$ cat src/design/slpg_pkg.sv
// Shared types, codes and constants of the status LED pattern generator.
package slpg_pkg;

  typedef enum logic [2:0] {
    MODE_OFF       = 3'd0,
    MODE_IDLE      = 3'd1,
    MODE_SCANNING  = 3'd2,
    MODE_CONNECTED = 3'd3,
    MODE_ERROR     = 3'd4,
    MODE_CUSTOM    = 3'd5
  } mode_t;

  typedef enum logic [2:0] {
    CFG_MODE         = 3'd0,
    CFG_CUSTOM_RED   = 3'd1,
    CFG_CUSTOM_GREEN = 3'd2,
    CFG_CUSTOM_BLUE  = 3'd3,
    CFG_CUSTOM_VALID = 3'd4
  } cfg_reg_t;

  typedef enum logic [1:0] {
    ST_READY,
    ST_DIM,
    ST_DIV,
    ST_DONE
  } ctl_state_t;

  // Color word: [2] red, [1] green, [0] blue.
  typedef logic [2:0][7:0] rgb_t;

  localparam int NUM_CH = 3;

  localparam rgb_t PALETTE [4] = '{
    {8'd255, 8'd30,  8'd0},
    {8'd0,   8'd220, 8'd60},
    {8'd0,   8'd220, 8'd255},
    {8'd180, 8'd0,   8'd255}
  };

  localparam rgb_t COLOR_BLACK     = {8'd0,   8'd0,   8'd0};
  localparam rgb_t COLOR_CONNECTED = {8'd0,   8'd255, 8'd60};
  localparam rgb_t COLOR_ERROR     = {8'd255, 8'd0,   8'd0};

  localparam logic [7:0] DIM_OFFSET = 8'd30;
  localparam logic [8:0] BLEND_STEP = 9'd4;
  localparam logic [8:0] RAMP_STEP  = 9'd15;
  localparam logic [7:0] RAMP_LOW   = 8'd10;
  localparam logic [7:0] RAMP_HIGH  = 8'd255;
  localparam logic [7:0] RAMP_TURN  = 8'd25;

  // Division by 158 is a halving followed by a reciprocal multiply for 79.
  localparam int          DIV_SHIFT = 21;
  localparam logic [14:0] DIV_RECIP = 15'd26547;

  typedef struct packed {
    logic accept;
    logic dim_en;
    logic div_en;
    logic load_out;
  } cmd_t;

  typedef struct packed {
    logic produce;
    logic multi;
  } status_t;

endpackage

$ cat src/design/slpg_ctrl.sv
// Controller state machine: handshakes and sequencing of the datapath.
module slpg_ctrl (
  input  logic              clk,
  input  logic              rst_n,
  input  logic              in_valid,
  output logic              in_ready,
  input  logic              out_ready,
  output logic              out_valid,
  input  slpg_pkg::status_t status,
  output slpg_pkg::cmd_t    cmd
);
  import slpg_pkg::*;

  ctl_state_t state_r, state_nxt;
  logic       out_valid_r, out_valid_nxt;

  always_ff @(posedge clk) begin
    if (!rst_n) begin
      state_r     <= ST_READY;
      out_valid_r <= 1'b0;
    end else begin
      state_r     <= state_nxt;
      out_valid_r <= out_valid_nxt;
    end
  end

  always_comb begin
    state_nxt = state_r;
    cmd       = '0;
    in_ready  = 1'b0;
    unique case (state_r)
      ST_READY: begin
        in_ready = 1'b1;
        if (in_valid) begin
          cmd.accept = 1'b1;
          // A transaction with no result leaves the controller ready.
          if (status.produce) begin
            state_nxt = status.multi ? ST_DIM : ST_DONE;
          end
        end
      end
      ST_DIM: begin
        cmd.dim_en = 1'b1;
        state_nxt  = ST_DIV;
      end
      ST_DIV: begin
        cmd.div_en = 1'b1;
        state_nxt  = ST_DONE;
      end
      ST_DONE: begin
        if (!out_valid_r || out_ready) begin
          cmd.load_out = 1'b1;
          state_nxt    = ST_READY;
        end
      end
      default: state_nxt = ST_READY;
    endcase
  end

  always_comb begin
    if (cmd.load_out) begin
      out_valid_nxt = 1'b1;
    end else if (out_ready) begin
      out_valid_nxt = 1'b0;
    end else begin
      out_valid_nxt = out_valid_r;
    end
  end

  assign out_valid = out_valid_r;

  a_idle_seq: assert property (@(posedge clk) disable iff (!rst_n)
    (state_r == ST_READY && in_valid && status.produce && status.multi)
      |=> state_r == ST_DIM ##1 state_r == ST_DIV ##1 state_r == ST_DONE)
    else $error("idle-mode item did not run the dim and divide steps");

  a_no_result: assert property (@(posedge clk) disable iff (!rst_n)
    (state_r == ST_READY && in_valid && !status.produce) |=> state_r == ST_READY)
    else $error("transaction without a result left the ready state");

  a_done_wait: assert property (@(posedge clk) disable iff (!rst_n)
    (state_r == ST_DONE && out_valid_r && !out_ready) |=> state_r == ST_DONE)
    else $error("result overwrote an output still waiting");

  a_load_valid: assert property (@(posedge clk) disable iff (!rst_n)
    cmd.load_out |=> out_valid_r)
    else $error("loaded result not presented");

endmodule

$ cat src/design/slpg_dp.sv
// Datapath: configuration registers, animation state, blend and dim arithmetic.
module slpg_dp (
  input  logic              clk,
  input  logic              rst_n,
  input  logic              in_hold,
  input  logic              cfg_we,
  input  logic [2:0]        cfg_index,
  input  logic [7:0]        cfg_wdata,
  input  slpg_pkg::cmd_t    cmd,
  output slpg_pkg::status_t status,
  output logic [7:0]        out_red,
  output logic [7:0]        out_green,
  output logic [7:0]        out_blue
);
  import slpg_pkg::*;

  // Configuration registers.
  logic [2:0] mode_r;
  rgb_t       cust_r;
  logic       cust_valid_r;

  // Animation state.
  logic [7:0] ramp_step_r, ramp_step_nxt;
  logic       ramp_rising_r, ramp_rising_nxt;
  logic [7:0] blend_phase_r, blend_phase_nxt;
  logic [1:0] pal_idx_r, pal_idx_nxt;

  // Arithmetic pipeline and output registers.
  rgb_t        v_r, v_nxt;
  logic [7:0]  sc_r, sc_nxt;
  logic [15:0] prod_r [NUM_CH];
  rgb_t        res_r, res_nxt;
  rgb_t        quot;
  rgb_t        out_r;

  logic        produce;
  logic        upd;
  logic [8:0]  rise_sum;
  logic [7:0]  scan_step;
  logic        scan_rising;
  logic [1:0]  pal_next;
  rgb_t        c1, c2;
  logic [7:0]  scale;
  logic [8:0]  phase_sum;
  logic signed [9:0]  diff  [NUM_CH];
  logic signed [18:0] bprod [NUM_CH];
  logic signed [18:0] bsum  [NUM_CH];
  logic [29:0] qprod [NUM_CH];

  always_ff @(posedge clk) begin
    if (!rst_n) begin
      mode_r       <= MODE_IDLE;
      cust_r       <= COLOR_BLACK;
      cust_valid_r <= 1'b0;
    end else if (cfg_we) begin
      unique case (cfg_index)
        CFG_MODE:         mode_r       <= cfg_wdata[2:0];
        CFG_CUSTOM_RED:   cust_r[2]    <= cfg_wdata;
        CFG_CUSTOM_GREEN: cust_r[1]    <= cfg_wdata;
        CFG_CUSTOM_BLUE:  cust_r[0]    <= cfg_wdata;
        CFG_CUSTOM_VALID: cust_valid_r <= cfg_wdata[0];
        default: ;
      endcase
    end
  end

  always_comb begin
    case (mode_r) inside
      MODE_OFF, MODE_IDLE, MODE_SCANNING, MODE_CONNECTED, MODE_ERROR: produce = 1'b1;
      MODE_CUSTOM: produce = cust_valid_r;
      default:     produce = 1'b0;
    endcase
    produce = produce & ~in_hold;
  end

  assign status = '{produce: produce, multi: (mode_r == MODE_IDLE)};
  assign upd    = cmd.accept & produce;

  // Scanning ramp: clamped triangle between the low and high levels.
  always_comb begin
    rise_sum    = {1'b0, ramp_step_r} + RAMP_STEP;
    scan_step   = ramp_step_r;
    scan_rising = ramp_rising_r;
    if (ramp_rising_r) begin
      if (rise_sum >= {1'b0, RAMP_HIGH}) begin
        scan_step   = RAMP_HIGH;
        scan_rising = 1'b0;
      end else begin
        scan_step = rise_sum[7:0];
      end
    end else begin
      if (ramp_step_r <= RAMP_TURN) begin
        scan_step   = RAMP_LOW;
        scan_rising = 1'b1;
      end else begin
        scan_step = ramp_step_r - RAMP_STEP[7:0];
      end
    end
  end

  // Idle crossfade: blend written as c1*256 + (c2-c1)*t, one multiply per channel.
  always_comb begin
    pal_next  = pal_idx_r + 2'd1;
    c1        = PALETTE[pal_idx_r];
    c2        = PALETTE[pal_next];
    scale     = (blend_phase_r <= 8'd128) ? blend_phase_r
                                          : 8'(9'd256 - {1'b0, blend_phase_r});
    sc_nxt    = scale + DIM_OFFSET;
    phase_sum = {1'b0, blend_phase_r} + BLEND_STEP;
    for (int ch = 0; ch < NUM_CH; ch++) begin
      diff[ch]  = $signed({2'b00, c2[ch]}) - $signed({2'b00, c1[ch]});
      bprod[ch] = 19'(diff[ch] * $signed({1'b0, blend_phase_r}));
      bsum[ch]  = $signed({3'b000, c1[ch], 8'd0}) + bprod[ch];
      v_nxt[ch] = bsum[ch][15:8];
      qprod[ch] = 30'(prod_r[ch][15:1]) * 30'(DIV_RECIP);
      quot[ch]  = qprod[ch][DIV_SHIFT+7:DIV_SHIFT];
    end
  end

  always_comb begin
    ramp_step_nxt   = ramp_step_r;
    ramp_rising_nxt = ramp_rising_r;
    blend_phase_nxt = blend_phase_r;
    pal_idx_nxt     = pal_idx_r;
    res_nxt         = COLOR_BLACK;
    case (mode_r)
      MODE_IDLE: begin
        if (phase_sum[8]) begin
          blend_phase_nxt = 8'd0;
          pal_idx_nxt     = pal_next;
        end else begin
          blend_phase_nxt = phase_sum[7:0];
        end
      end
      MODE_SCANNING: begin
        ramp_step_nxt   = scan_step;
        ramp_rising_nxt = scan_rising;
        res_nxt         = {8'd0, scan_step, 8'd255 - {1'b0, scan_step[7:1]}};
      end
      MODE_CONNECTED: res_nxt = COLOR_CONNECTED;
      MODE_ERROR: begin
        ramp_step_nxt = {7'd0, ~ramp_step_r[0]};
        res_nxt       = ramp_step_r[0] ? COLOR_BLACK : COLOR_ERROR;
      end
      MODE_CUSTOM: res_nxt = cust_r;
      default:     res_nxt = COLOR_BLACK;
    endcase
  end

  always_ff @(posedge clk) begin
    if (!rst_n) begin
      ramp_step_r   <= 8'd0;
      ramp_rising_r <= 1'b1;
      blend_phase_r <= 8'd0;
      pal_idx_r     <= 2'd0;
    end else if (upd) begin
      ramp_step_r   <= ramp_step_nxt;
      ramp_rising_r <= ramp_rising_nxt;
      blend_phase_r <= blend_phase_nxt;
      pal_idx_r     <= pal_idx_nxt;
    end
  end

  always_ff @(posedge clk) begin
    if (cmd.accept) begin
      v_r   <= v_nxt;
      sc_r  <= sc_nxt;
      res_r <= res_nxt;
    end
    if (cmd.dim_en) begin
      for (int ch = 0; ch < NUM_CH; ch++) begin
        prod_r[ch] <= 16'(v_r[ch]) * 16'(sc_r);
      end
    end
    if (cmd.div_en) begin
      res_r <= quot;
    end
    if (cmd.load_out) begin
      out_r <= res_r;
    end
  end

  assign out_red   = out_r[2];
  assign out_green = out_r[1];
  assign out_blue  = out_r[0];

endmodule

$ cat src/design/status_led_pattern_generator_unit.sv
// Off, scanning, connected, error and custom results go straight to the done state.
// Idle results pass through blend, dim multiply and reciprocal multiply first.
// A held tick or one without a result leaves the input ready.
// A new transaction is accepted only once the last result is loaded for output.
// The output register lets the next transaction be accepted while a result waits.
// Synchronous active-low reset: mode idle, custom color cleared, ramp rising at 0.
module status_led_pattern_generator_unit (
  input  logic       clk,
  input  logic       rst_n,
  input  logic       in_valid,
  output logic       in_ready,
  input  logic       in_hold,
  output logic       out_valid,
  input  logic       out_ready,
  output logic [7:0] out_red,
  output logic [7:0] out_green,
  output logic [7:0] out_blue,
  input  logic       cfg_we,
  input  logic [2:0] cfg_index,
  input  logic [7:0] cfg_wdata
);
  import slpg_pkg::*;

  cmd_t    cmd;
  status_t status;

  slpg_ctrl u_ctrl (
    .clk       (clk),
    .rst_n     (rst_n),
    .in_valid  (in_valid),
    .in_ready  (in_ready),
    .out_ready (out_ready),
    .out_valid (out_valid),
    .status    (status),
    .cmd       (cmd)
  );

  slpg_dp u_dp (
    .clk       (clk),
    .rst_n     (rst_n),
    .in_hold   (in_hold),
    .cfg_we    (cfg_we),
    .cfg_index (cfg_index),
    .cfg_wdata (cfg_wdata),
    .cmd       (cmd),
    .status    (status),
    .out_red   (out_red),
    .out_green (out_green),
    .out_blue  (out_blue)
  );

endmodule

$ cat config.mk
export PLATFORM = sky130hd
export DESIGN_NAME = status_led_pattern_generator_unit
export DESIGN_NICKNAME = d
export VERILOG_FILES = /design/src/design/slpg_pkg.sv /design/src/design/slpg_ctrl.sv /design/src/design/slpg_dp.sv /design/src/design/status_led_pattern_generator_unit.sv
export SDC_FILE = /design/constraint.sdc
export NUM_CORES = 2
export LEC_CHECK = 0
export ABC_CLOCK_PERIOD_IN_PS = 7100
export BUFFER_PORTS_ARGS = -buffer_cell sky130_fd_sc_hd__buf_2
export CAP_MARGIN = 20
export CORE_MARGIN = 2
export CORE_UTILIZATION = 45
export DETAILED_ROUTE_END_ITERATION = 10
export PLACE_DENSITY_LB_ADDON = 0.08
export REMOVE_ABC_BUFFERS = 1
export SLEW_MARGIN = 20
export SYNTH_ARGS = -nofsm -noshare
export SYNTH_HDL_FRONTEND = slang
export SYNTH_SLANG_ARGS = --single-unit
$ cat constraint.sdc
create_clock -name clk -period 7.1 [get_ports clk]
set_input_delay 1.065 -clock clk [delete_from_list [all_inputs] [get_ports clk]]
set_output_delay 1.065 -clock clk [all_outputs]
set_load 0.01 [all_outputs]
Word-level counts from Yosys, hierarchy flattened. Memories as Yosys holds them, arrays and structs flattened. Index checks and enable logic that the tools add are counted.

Bits in read-only memories: 0. Flip-flop bits (word level): 130. Bits in latches: 0. Memories: 1. RAM bits: 48. Output and inout bits: 26.

Memory list: u_dp.prod_r (words 3, bits a word 16, read ports 3, clocked after Yosys merged registers in 0, write ports 3, line slpg_dp.sv:31) `logic [15:0] prod_r [NUM_CH];`.

Add/sub/neg operators: 13. Div/mod/pow operators: 0. Magnitude comparators: 5. Reduce and logical (&&, ||, !) cells: 19. Shift operators: 0. Equality and inequality tests: 15. Muxes and demuxes: 37. $mul: 9. Bitwise operators: 6.

Operators with widths (count): $mux W24 (7); $bmux W24 S2 (2); $pmux W24 S4 (1); $mul A15 B15 Y29 const B (3); $add A16 B16 Y16 (3); $mul A8 B8 Y16 (3); $mul A9 B9 Y16 (3); $mux W8 (5); $sub A8 B8 Y9 (3); $mux W1 (16); $pmux W8 S2 (1); $reduce_and A2 Y1 (8); $eq A3 B2 Y1 const B (4); $add A8 B3 Y9 const B (1); $add A8 B4 Y9 const B (1); $eq A3 B3 Y1 const B (3); $ge A9 B8 Y1 const B (1); $add A8 B5 Y8 const B (1); $le A8 B5 Y1 const B (1); $le A8 B8 Y1 const B (1); $mux W2 (4); $pmux W2 S4 (1); $sub A1 B8 Y8 const A (1); $sub A8 B4 Y8 const B (1); other kinds (18) (29).

Longest topological paths before layout.
Depth in word-level cells: 8. Depth in mapped cells: 23. Mapped depth without buffers: 22.

Cells and area by module. Synthesis repeated with hierarchy kept, for this count alone.

Cell total of the unflattened synthesis: 2982. Area total of the unflattened synthesis: 30153.9 µm².

Modules (own cells, without submodules): slpg_dp (times used 1, area an instance 29931.2 µm², cells each 2958, sequential area each 4624.4 µm²); slpg_ctrl (times used 1, area an instance 222.7 µm², cells each 24, sequential area each 60.1 µm²).

Worst setup path after synthesis. OpenSTA, ideal clock, no wires.

Kind: register -> register. Start: memory u_dp.prod_r[0][9]. End: register u_dp.res_r[6] (netlist bit), data pin. Stages on the path, launching flop included: 20. Period minus slack after synthesis: 5.581 ns. Data required time: 6.830 ns. Arrival time: 5.311 ns. Setup slack: 1.519 ns. Cell sequence: edfxtp_1 -> ha_1 -> clkbuf_1 -> xor2_1 -> ha_1 -> fa_1 -> fa_1 -> fa_1 -> inv_1 -> fa_1 -> inv_1 -> ha_1 -> a2111oi_0 -> o211ai_1 -> a21oi_1 -> nor4_1 -> o21a_1 -> o41a_1 -> xnor2_1 -> a21oi_1.

RTL lines: start, declared (line slpg_dp.sv:31); end signal, assigned (line slpg_dp.sv:168) `res_r <= res_nxt;`; end signal, assigned (line slpg_dp.sv:176) `res_r <= quot;`; end, declared (line slpg_dp.sv:32) `rgb_t res_r, res_nxt;`.

==> results.cfg <==
[clock_network]
cts_resized = 0
cts_made_buffers = 17
htreeDepth = 4
ctsLongestPathBuffers = 2
clock-sinks = 172
cts_hold_buffers = 0
insertion_delay_ns = 0.49
post-cts-setup-buffers = 0
cts_tree = built
clk_pin_slew_ns = 0.08
clockRootBuffer = clkbuf_16

[detailed_routing]
routed_wl_microns = 67900
dr.pass1.iters = 6
drtIter0Drc = 956
num_vias = 19700
final_antenna_net_count = 0
via_per_inst = 5.05
drc = 0
wl_per_cell_microns = 17.4

[global_routing]
track_usage_pct = 21.0
use_met3_pct = 2.55
grt_first_pass_wirelength_microns = 112000
grt_busiest_layer = met2
grt_pass1_vias = 21200
antenna_found_initial = 0
grt_max_degree = 46
grt.met1_usage_pct = 29.0
overflow = 0
use_met2_pct = 35.6

[critical_path]
cpPeakStageDelay_ns = 0.66
endpoint = u_dp.v_r[6]$_DFFE_PP_
cp-startpoint = u_dp.pal_idx_r[1]$_SDFFE_PN0P_
cpMostUsedCell = ha_1
crit_path_end_kind = flop
crit_path_start_kind = flop
r2r-end = u_dp.v_r[6]$_DFFE_PP_
slowest_stage = dfxtp_1
required_ns = 7.35
timing.rr.start = u_dp.pal_idx_r[1]$_SDFFE_PN0P_
cp_max_fo = 11
critical_path_class = reg -> reg
worstRegToRegCells = 21
cp_cell_sequence = inv_1 -> ha_1 -> nand2_1 -> inv_1 -> ha_1 -> ha_1 -> fa_1 -> inv_1 -> fa_1 -> inv_1 -> fa_1 -> ha_1 -> ha_1 -> a21oi_1 -> o21bai_1 -> a21oi_1 -> o21ai_1 -> nand2_1 -> nand2b_1 -> a211oi_1 -> nor2_1
crit_arrival_ns = 6.44
rrSetupSlack_ns = 0.90

[outcome]
status = completed

[synthesis]
seq_area_frac_synth_pct = 15.7
ys_warn_count = 0
synth-seq-cells = 172
synth.avg_cell_area_sq_um = 10.0
synth_top_area_share_pct = 28.9
synth_area_leader_cell = fa_1
ys_async_sr_fraction_pct = 0
synth_ff_type = edfxtp_1
synth.most_common_cell = inv_1
syn_area_sq_mm = 0.0298
synth-edff-count = 124
postSynthCellCount = 2975
synth_area_leaders = fa_1 29%, ha_1 23%, edfxtp_1 12%
synth_commonest_cells = 586 x inv_1, 557 x ha_1, 431 x fa_1
synth_cell_types = 72

[placement]
port_buffers = 42
hpwl_microns = 58400
gp_congestion = 0.899
pre_cts_ws_ns = 0.878

[final_layout]
drive_above_1_share_pct = 3.82
fill_cells = 6185
syn_to_final_growth_pct = 6.45
diodes = 0
fin_nets = 4030

[die]
io_pins = 43
core-area_sq_mm = 0.0657
fp.dieArea_sq_mm = 0.0684
row_count = 94
die_x_microns = 261
die_y_microns = 261
start_util_pct = 45.4

[job]
drv_cap = 0

[timing]
slew_headroom_pct = 35.4
fin_crit_sh_pct = 87.3
finClkSkew_ns = 0.0114
final-hold-violation-count = 0
min_period_ns = 6.20
worst_pin_slew_ns = 0.956
final_max_slew_viol_count = 0
fmax_ghz = 0.161
rsz0062_at_grt = no
setup_ws_ns = 0.903
fin_setup_tns_ns = 0
setup_viol = 0

[worst_hold_path]
worstHoldPathType = reg -> reg
flip-flops by register name (all words and copies together) (netlist names), 2 cells and up:
name / count
u_dp.res_r: 24
u_dp.sc_r: 7
u_ctrl.state_r: 2
u_dp.out_blue: 8
u_dp.pal_idx_r: 2
u_dp.out_green: 8
u_dp.cust_r: 24
u_dp.blend_phase_r: 6
u_dp.prod_r: 45
u_dp.ramp_step_r: 8
u_dp.out_red: 8
u_dp.mode_r: 3
u_dp.v_r: 24
worst max-delay path, delay by kind of cell (launching register included):
kind                       cells  cell delay (ns)
AOI/OAI and AO/OA              5             1.01
adders and majority gates      8             3.10
buffers and inverters          4             0.66
DFF                            1             0.66
and+or+nand+nor                4             0.51
logic make-up (layout without fill, tap and decap cells):
family,count (synthesis),in the layout,synth area share (%)
flops,172,172,15.7
xor+xnor,191,191,5.61
other cells,2,43,0.0252
compound gates,368,368,7.89
buf+inv,653,675,8.22
fa+ha+maj,988,988,52.3
mux,9,9,0.323
simple gates,592,592,9.93
layout by cell type, fill, tap and decap left out, types with 42 or more instances in the layout:
| cell | instances |
|---|---|
| a21oi_1 | 125 |
| xnor2_1 | 100 |
| fa_1 | 431 |
| dfxtp_1 | 48 |
| nand2_1 | 201 |
| inv_1 | 586 |
| ha_1 | 556 |
| a21o_1 | 52 |
| edfxtp_1 | 124 |
| conb_1 | 43 |
| xor2_1 | 91 |
| buf_2 | 42 |
| nor2_1 | 89 |
| and2_1 | 140 |
per-layer routing:
metal	part of all wire, %	wire [microns]
met1	48	32700
met2	48	32300
met3	2.9	1940
met4	1.4	946
met5	0	0
through the flow:
step | std cells | hold slack [ns] | instance area (sq um) | util [%]
after detailed placement | 3870 | 0.405 | 31100 | 47.3
final | 3902 | 0.418 | 31700 | 48.3
after global routing | 3902 | 0.421 | 31700 | 48.3
after CTS | 3902 | 0.418 | 31700 | 48.3
after floorplan | 2952 | 0.400 | 29700 | -
after global placement | 3870 | 0.402 | 31100 | 47.3
worst min path at each step:
stage,end,slack (ns),startpoint,cells after the start
5_1_grt,u_dp.out_blue[6]$_DFFE_PP_,0.42,u_dp.res_r[6]$_DFFE_PP_,0
3_5_place_dp,u_dp.out_blue[0]$_DFFE_PP_,0.41,u_dp.res_r[0]$_DFFE_PP_,0
3_3_place_gp,u_dp.out_blue[2]$_DFFE_PP_,0.40,u_dp.res_r[2]$_DFFE_PP_,0
4_1_cts,u_dp.out_blue[6]$_DFFE_PP_,0.42,u_dp.res_r[6]$_DFFE_PP_,0
6_report,u_dp.out_blue[6]$_DFFE_PP_,0.42,u_dp.res_r[6]$_DFFE_PP_,0
2_1_floorplan,u_dp.out_blue[0]$_DFFE_PP_,0.40,u_dp.res_r[0]$_DFFE_PP_,0
area by class of cell:
cell class                      instances  area (sq um)  share of cell area (%)
Clock buffer                           17           425                    1.34
Inverter                              589          2210                    6.96
Tap cell                              864          1080                    3.40
Clock inverter                         15           199                   0.627
Multi-Input combinational cell       2191         22800                    72.0
Sequential cell                       172          4680                    14.8
Timing Repair Buffer                   54           300                   0.946
Power is not shown: default switching activity piles up to over one toggle a cycle in this logic, so the estimate is an artifact.
